==> src/rtl/pair_pool_allocator_with_sweep_macros.svh <==
// Assertion macros for the pair pool allocator.
`ifndef PAIR_POOL_ALLOCATOR_WITH_SWEEP_MACROS_SVH
`define PAIR_POOL_ALLOCATOR_WITH_SWEEP_MACROS_SVH

// Consequent must hold in the same cycle as the antecedent.
`define PPA_ASSERT_SAME(label, clk, rst_n, ante, cons) \
	label: assert property (@(posedge clk) disable iff (!rst_n) (ante) |-> (cons)) \
		else $error("ppa assertion failed: same-cycle check");

// Consequent must hold in the cycle after the antecedent.
`define PPA_ASSERT_NEXT(label, clk, rst_n, ante, cons) \
	label: assert property (@(posedge clk) disable iff (!rst_n) (ante) |=> (cons)) \
		else $error("ppa assertion failed: next-cycle check");

`endif

==> src/rtl/ppa_pkg.sv <==
// Shared types, codes and sizes for the pair pool allocator.
package ppa_pkg;

	localparam int POOL_DEPTH = 1024;
	localparam int ADDR_W     = $clog2(POOL_DEPTH);
	localparam int CNT_W      = $clog2(POOL_DEPTH + 1);
	localparam int IDX_W      = 10;
	localparam int LIVE_W     = 11;
	localparam int THR_W      = 16;
	localparam int SINCE_W    = 16;
	localparam logic [THR_W-1:0] THR_RESET = 16'd1000;

	typedef enum logic [1:0] {
		OP_ALLOC = 2'd0,
		OP_FREE  = 2'd1,
		OP_MARK  = 2'd2,
		OP_SWEEP = 2'd3
	} op_t;

	typedef enum logic [1:0] {
		ST_DONE    = 2'd0,
		ST_OOM     = 2'd1,
		ST_IGNORED = 2'd2
	} status_t;

	typedef enum logic [1:0] {
		CS_IDLE,
		CS_SWEEP,
		CS_EXEC
	} ctl_state_t;

	// Per-entry flag pair held in the flag memory
	typedef struct packed {
		logic free;
		logic mark;
	} flags_t;

	// Controller to datapath
	typedef struct packed {
		logic ready;
		logic sweep;
		logic commit;
	} ctl_cmd_t;

	// Datapath to controller
	typedef struct packed {
		logic take;
		logic take_sweep;
		logic sweep_done;
		logic out_free;
	} dp_stat_t;

endpackage

==> src/rtl/ppa_ctrl.sv <==
// Controller: sequences accept, sweep walk and commit of each transaction.
module ppa_ctrl (
	input  logic              clk,
	input  logic              arst_n,
	input  ppa_pkg::dp_stat_t stat,
	output ppa_pkg::ctl_cmd_t cmd
);

	ppa_pkg::ctl_state_t state_q, state_d;

	// State register
	always_ff @(posedge clk or negedge arst_n) begin
		if (!arst_n) begin
			state_q <= ppa_pkg::CS_IDLE;
		end else begin
			state_q <= state_d;
		end
	end

	// Next state
	always_comb begin
		state_d = state_q;
		case (state_q)
			ppa_pkg::CS_IDLE: begin
				if (stat.take_sweep) begin
					state_d = ppa_pkg::CS_SWEEP;
				end else if (stat.take) begin
					state_d = ppa_pkg::CS_EXEC;
				end
			end
			ppa_pkg::CS_SWEEP: begin
				if (stat.sweep_done) begin
					state_d = ppa_pkg::CS_EXEC;
				end
			end
			ppa_pkg::CS_EXEC: begin
				if (stat.out_free) begin
					state_d = ppa_pkg::CS_IDLE;
				end
			end
			default: begin
				state_d = ppa_pkg::CS_IDLE;
			end
		endcase
	end

	// Commands
	always_comb begin
		cmd = '0;
		case (state_q)
			ppa_pkg::CS_IDLE:  cmd.ready  = 1'b1;
			ppa_pkg::CS_SWEEP: cmd.sweep  = 1'b1;
			ppa_pkg::CS_EXEC:  cmd.commit = stat.out_free;
			default:           cmd = '0;
		endcase
	end

endmodule

==> config.mk <==
export PLATFORM = sky130hd
export DESIGN_NAME = ppa_ctrl
export DESIGN_NICKNAME = d
export VERILOG_FILES = /design/src/rtl/pair_pool_allocator_with_sweep_macros.svh /design/src/rtl/ppa_pkg.sv /design/src/rtl/ppa_ctrl.sv
export SDC_FILE = /design/constraint.sdc
export NUM_CORES = 1
export LEC_CHECK = 0
export BUFFER_PORTS_ARGS = -buffer_cell sky130_fd_sc_hd__buf_2
export CAP_MARGIN = 20
export CORE_AREA = 3 3 40 42
export CTS_CLUSTER_DIAMETER = 200
export DETAILED_ROUTE_END_ITERATION = 8
export DIE_AREA = 0 0 43 45
export GPL_TIMING_DRIVEN = 0
export SLEW_MARGIN = 20
export SYNTH_ARGS = -nofsm -noshare
export SYNTH_HDL_FRONTEND = slang
export SYNTH_SLANG_ARGS = --single-unit
==> constraint.sdc <==
create_clock -name clk -period 1.1 [get_ports clk]
set_input_delay 0.11 -clock clk [delete_from_list [all_inputs] [get_ports clk]]
set_output_delay 0.11 -clock clk [all_outputs]
set_load 0.005 [all_outputs]
# Yosys cells after proc, flatten, opt, wreduce, memory -nomap -nowiden

Index checks and enable logic that the tools add are counted.

Multiplexer cells: 8
Eq/ne operators: 5
Reductions and logical operators: 2

Operators by type and width:

| operator           | count |
|---|---|
| $mux 2             | 4 |
| $pmux 2 s3         | 1 |
| $ne 2x2->1 const B | 2 |
| $mux 1             | 3 |
| $ne 3x3->1 const B | 1 |
| $reduce_and 3->1   | 1 |
| $eq 2x1->1 const B | 1 |
| $eq 2x2->1 const B | 1 |
| $logic_not 2->1    | 1 |

Word-level logic and storage cells: 16
Register bits after elaboration: 2
Input port bits: 6
Output and inout bits: 3

# Depth between registers and ports, before layout

Gate-level depths: netlist (run 1).

Depth after elaboration: 3
Depth in mapped cells: 2

# Worst setup path before layout (run 1)

Ideal clock, no wire load.

Path type: flip-flop to flip-flop
Start: register state_q[0]
End: register state_q[1]
Arrival: 1.003 ns
Stages on the path, launching flop included: 3
Buffers on the path: 0
Data required time: 1.031 ns
Library setup time: 0.069 ns
Path slack: 0.028 ns
Cell sequence: dfrtp_1 or4b_1 nand3_1

Longest elaborated chain between the ends: 3

RTL lines:

| what                                                      | RTL line       | source |
|---|---|---|
| start: declaration                                        | ppa_ctrl.sv:9  | `ppa_pkg::ctl_state_t state_q, state_d;` |
| start signal: assignment                                  | ppa_ctrl.sv:14 | `state_q <= ppa_pkg::CS_IDLE;` |
| start signal: assignment                                  | ppa_ctrl.sv:16 | `state_q <= state_d;` |
| $eq 2x1->1 (tied with other cells)                        | ppa_ctrl.sv:23 | `case (state_q)` |
| $ne 2x2->1 (no line) / $ne 3x3->1 (equally long branches) | --             |  |
| $reduce_and 3->1 (no line)                                | --             |  |

Several ways; a longest one is shown, not always the timed one.
A chain may end at the register's enable or synchronous reset.

# Worst setup path after layout (run 1)

Start: register state_q[1]
End: register state_q[1]

The elaborated chain is that of the path after synthesis.

==> results.cfg, run 1 <==
[run]
cap_violations = 0

[route]
wl_per_cell_um = 8.268
drtIter0Drc = 1
routed_wl_um = 339
ant_nets = 0
vias = 138
first_pass_iters = 2
post_drt_via_cell_ratio = 3.366
drc = 0

[yosys]
synth_cell_types = 9
ys_seq_elements = 2
yosysSeqAreaShare_pct = 45.45
yosys_warnings = 0
synthesis.area_um2 = 110.1
postSynthCellCount = 12
avgSynthCellArea_um2 = 9.176
yosysTopAreaCellShare_pct = 45.45
synth.net_count = 18
yosys-top-cells-area = dfrtp_1 (45%), nor2_1 (10%), or4b_1 (9.1%)
synth_top_area_cell = dfrtp_1

[hold_path]
whs_path_depth = 2
min_path_type = in -> reg

[pwr]
max-vdd-ir-drop_uv = 397.3
cellPowerDensity_nw_per_um2 = 2402
p_leak_nw = 0.1080

[die]
rows = 13
coreArea_um2 = 1285
die_w_um = 43
die-height_um = 45
pin_count = 9
initial_core_util_pct = 8.569
die_area_um2 = 1935

[sta]
finClkSkew_ns = 0.002321
slew_headroom_pct = 88.43
worstMarginPinSlew_ns = 0.1726
finalHoldViolCount = 0
min_period_over_period_pct = 98.11
drv_slew = 0
fin_ws_ns = 0.02081
min_period_ns = 1.079
fmax_mhz = 926.6
final-setup-viol-count = 0
rsz0062_at_grt = true

[placement]
gp_congestion = 0.5402
preCtsSetupSlack_ns = -0.03095
numPortBuffers = 8
placed_cells_incl_taps = 35

[cts]
htreeDepth = 1
cts.sinks = 2
clock_latency_ns = 0.22
path_clk_slew_ns = 0.03
root_buffer = clkbuf_4
cts_tree = yes
cts_buffers = 3
clk_path_buf_depth = 2

[cells_and_area]
final_cells = 41
reg_top3 = state_q: 2 flops
multiInputGateArea_um2 = 60.06
largest_reg_flops = 2
area_growth_pct = 97.73
drive_above_1_share_pct = 53.85
regMostFlops = state_q
antenna-diode-count = 0
regArea_um2 = 51.30
final.fill_count = 154
nets = 34

[setup_path]
crit_chain = or4b_1 > nand3_1
cp-end-kind = register
worst-r2r-cell-count = 2
r2r_slack_ns = 0.02
cp_slowest_cell = or4b_1
worstSetupPathDepth = 2
crit_path_max_incr_delay_ns = 0.53
critPathKind = reg -> reg
crit_buf_inv = 0
crit_required_ns = 1.26
arrival_ns = 1.23
path_delay_family = simple AND/OR/NAND/NOR gates
cp-start-kind = register
crit_fanout = 5

[global_routing]
grt_max_degree = 7
grt_pass1_vias = 150
grt.overflow.total = 0
track_usage_pct = 4.239
grt_pass1_wl_um = 496
antenna_found_initial = 0

[run_status]
outcome = completed
stage by stage:
stage          hold WS, ns  power (W)    TNS [ns]  cell area (um^2)  util (%)
6_report           0.07448  0.0005229           0             217.7     16.94
3_3_place_gp       -0.1048  0.0003049   -0.007893             168.9     13.15
5_1_grt            0.06130  0.0005695  -0.0005501             217.7     16.94
2_1_floorplan      -0.1856  0.0002339           0             110.1         -
4_1_cts            0.06706  0.0005391           0             217.7     16.94
3_5_place_dp       -0.1027  0.0003136    -0.03095             168.9     13.15
layout make-up:
type,instances,share of cell area [%]
multi-input cells,10,27.59
repair buffers,11,29.89
well taps,15,8.621
clock buffers,3,10.34
flip-flops and latches,2,23.56
report_power, final:
part	internal [W]	total, W	switching [W]
Combinational	0.000129	0.000207	0.0000787
Clock	0.000120	0.000158	0.0000381
Sequential	0.000112	0.000157	0.0000450
path summary, 6_finish.rpt:
path	end	startpoint
max	state_q[1]	state_q[1]
min	state_q[0]	stat[1]
max reg2reg	state_q[1]	state_q[1]
min reg2reg	state_q[1]	state_q[0]
max in group asynchronous	state_q[0]	arst_n
min in group asynchronous	state_q[1]	arst_n
cells in the mapped netlist:
master and n:
nor2_1 3, dfrtp_1 2, a211oi_1 1, nand2_1 1, nand3_1 1, nand3b_1 1
nor2b_1 1, or3b_1 1, or4b_1 1
cells in the final DEF, fill, tap and decap left out, drive strengths merged:
master / instances
dfrtp: 2
or3b: 1
buf: 10
dlygate4sd3: 1
nand3: 1
clkbuf: 3
nor2: 3
or4b: 1
a211oi: 1
nor2b: 1
nand2: 1
nand3b: 1
cells by family after synthesis:
kind of cell | Yosys count | share of synthesized area (%)
flip-flops | 2 | 45.46
AND/OR/NAND/NOR | 9 | 47.73
AO/OA/AOI/OAI | 1 | 6.821
routing by layer:
layer  GRT usage, %  vias up  share of wire, %
li1               -       71                 -
met5              0        -                 0
met4          10.84        0                 0
met2          6.587        4                66
met1          2.638       63                29
met3              0        0               4.7
repair_timing:
action | CTS | global route
resized for setup | 1 | 0
hold buffers | 1 | 0
hold endpoints to repair | 2 | 0
setup endpoints to repair | 1 | 1
setup buffers | 2 | 0
pin swaps | 1 | 2
cloned | 0 | 0
(Power assumes the default switching activity.)
==> inputs of run 2 (changes only) <==
ABC_AREA = 1   (was not set)
==> results.cfg, run 2 <==
[run_status]
outcome = completed

[route]
drtIter0Drc = 1
routed_wl_um = 330
vias = 154
post_drt_via_cell_ratio = 3.348
drc = 0
first_pass_iters = 4
wl_per_cell_um = 7.174
ant_nets = 0

[cts]
cts.sinks = 2
cts_tree = yes
path_clk_slew_ns = 0.03
cts_buffers = 3
htreeDepth = 1
clock_latency_ns = 0.22
clk_path_buf_depth = 2
root_buffer = clkbuf_4

[die]
coreArea_um2 = 1285
die-height_um = 45
rows = 13
initial_core_util_pct = 9.737
pin_count = 9
die_w_um = 43
die_area_um2 = 1935

[global_routing]
track_usage_pct = 4.493
grt_pass1_vias = 148
grt_pass1_wl_um = 552
grt.overflow.total = 0
grt_max_degree = 5
antenna_found_initial = 0

[sta]
rsz0062_at_grt = true
slew_headroom_pct = 89.88
drv_slew = 0
worstMarginPinSlew_ns = 0.1519
min_period_over_period_pct = 93.81
final-setup-viol-count = 0
finClkSkew_ns = 0.001556
fmax_mhz = 969.1
min_period_ns = 1.032
finalHoldViolCount = 0
tns_ns = 0

[setup_path]
crit_fanout = 4
critPathKind = reg -> out
cp-end-kind = output pin
cp-start-kind = register
crit_required_ns = 0.99
arrival_ns = 0.92

[pwr]
max-vdd-ir-drop_uv = 395.8
cellPowerDensity_nw_per_um2 = 2499
p_leak_nw = 0.1340

[cells_and_area]
largest_reg_flops = 2
area_growth_pct = 79.00
nets = 39
final_cell_mix = buf_2 (8), nand2_1 (6), clkbuf_4 (3)
regMostFlops = state_q
final.fill_count = 157
drive_above_1_share_pct = 51.61
final_cells = 46
utilization_pct = 17.43
reg_top3 = state_q: 2 flops
postLayoutCellArea_um2 = 224.0
layout_commonest_cell = buf_2
antenna-diode-count = 0

[yosys]
synth-edff-count = 0
avgSynthCellArea_um2 = 6.951
synth.most_common_cell = nand2_1
postSynthCellCount = 18
yosys_warnings = 0
ys_seq_elements = 2
synth_cell_types = 10
yosysSeqAreaShare_pct = 40.00
synthesis.area_um2 = 125.1
async_flop_share_pct = 100.0
yosysTopAreaCellShare_pct = 40.00
synth.net_count = 24
synth_common_cells = nand2_1 (6), dfrtp_1 (2), inv_2 (2), nor2_1 (2)
yosys-top-cells-area = dfrtp_1 (40%), nand2_1 (18%), o21bai_2 (9.0%)
synth_top_area_cell = dfrtp_1
synth_flop_cell = dfrtp_1

[placement]
numPortBuffers = 8
gp_congestion = 0.5566
placed_cells_incl_taps = 41
placed_cell_area_um2 = 183.9
dp_hpwl_um = 262.2

[hold_path]
min_path_type = in -> reg

[run]
cap_violations = 0
[run 2: power breakdown]
group	internal, W	switching [W]
clock	0.000120	0.0000407
sequential	0.000111	0.0000416
combinational	0.000127	0.000119
total	0.000358	0.000201
[run 2: kinds of logic after synthesis]
group                  count (synthesis)  synth area share [%]
and+or+nand+nor                       12                 42.00
buffers and inverters                  3                 8.999
DFF                                    2                 40.00
AOI/OAI and AO/OA                      1                 8.999
[run 2: area by class of cell]
class | count | area (um^2) | share of cell area (%)
sequential | 2 | 50.05 | 22.35
multi-input combinational | 13 | 63.81 | 28.49
tap | 15 | 18.77 | 8.380
clock buffer | 3 | 22.52 | 10.06
inverter | 3 | 11.26 | 5.028
timing repair buffer | 10 | 57.56 | 25.70
[run 2: worst max-delay path, stage by stage (launching register included)]
cell	delay (ns)
dfrtp_1	0.41
and3_1	0.18
buf_2	0.12
[run 2: what timing repair did]
item / in CTS / in global routing
hold endpoints to repair: 2 / 0
endpoints found under the setup margin: 0 / 2
gates resized for setup: 0 / 0
buffers inserted: 0 / 1
hold buffers: 1 / 0
[run 2: path summary, 6_finish.rpt]
path | from | endpoint | slack [ns] | cells after the start
max in group asynchronous | arst_n | state_q[0] | 0.80 | 2
worst max register to register | state_q[0] | state_q[1] | 0.19 | 3
worst max-delay path | state_q[1] | cmd[0] | 0.07 | 2
worst min-delay path | stat[2] | state_q[0] | 0.14 | 3
worst min register to register | state_q[0] | state_q[0] | 0.59 | 3
min in group asynchronous | arst_n | state_q[1] | 0.21 | 2
[run 2: routing by layer]
| metal | global-route usage (%) | routed length (um) |
|---|---|---|
| met5 | 0 | 0 |
| met4 | 7.229 | 0 |
| met3 | 2.390 | 30 |
| met2 | 6.287 | 192 |
| met1 | 3.606 | 107 |
[run 2: through the flow]
step | hold slack (ns) | power (W) | worst slack (ns)
4_1_cts | 0.1279 | 0.0005527 | 0.02964
3_5_place_dp | -0.1030 | 0.0003771 | 0.2091
2_1_floorplan | -0.1856 | 0.0002933 | 0.2513
6_report | 0.1374 | 0.0005598 | 0.06808
3_3_place_gp | -0.1049 | 0.0003730 | 0.2292
5_1_grt | 0.1531 | 0.0006322 | -0.005458
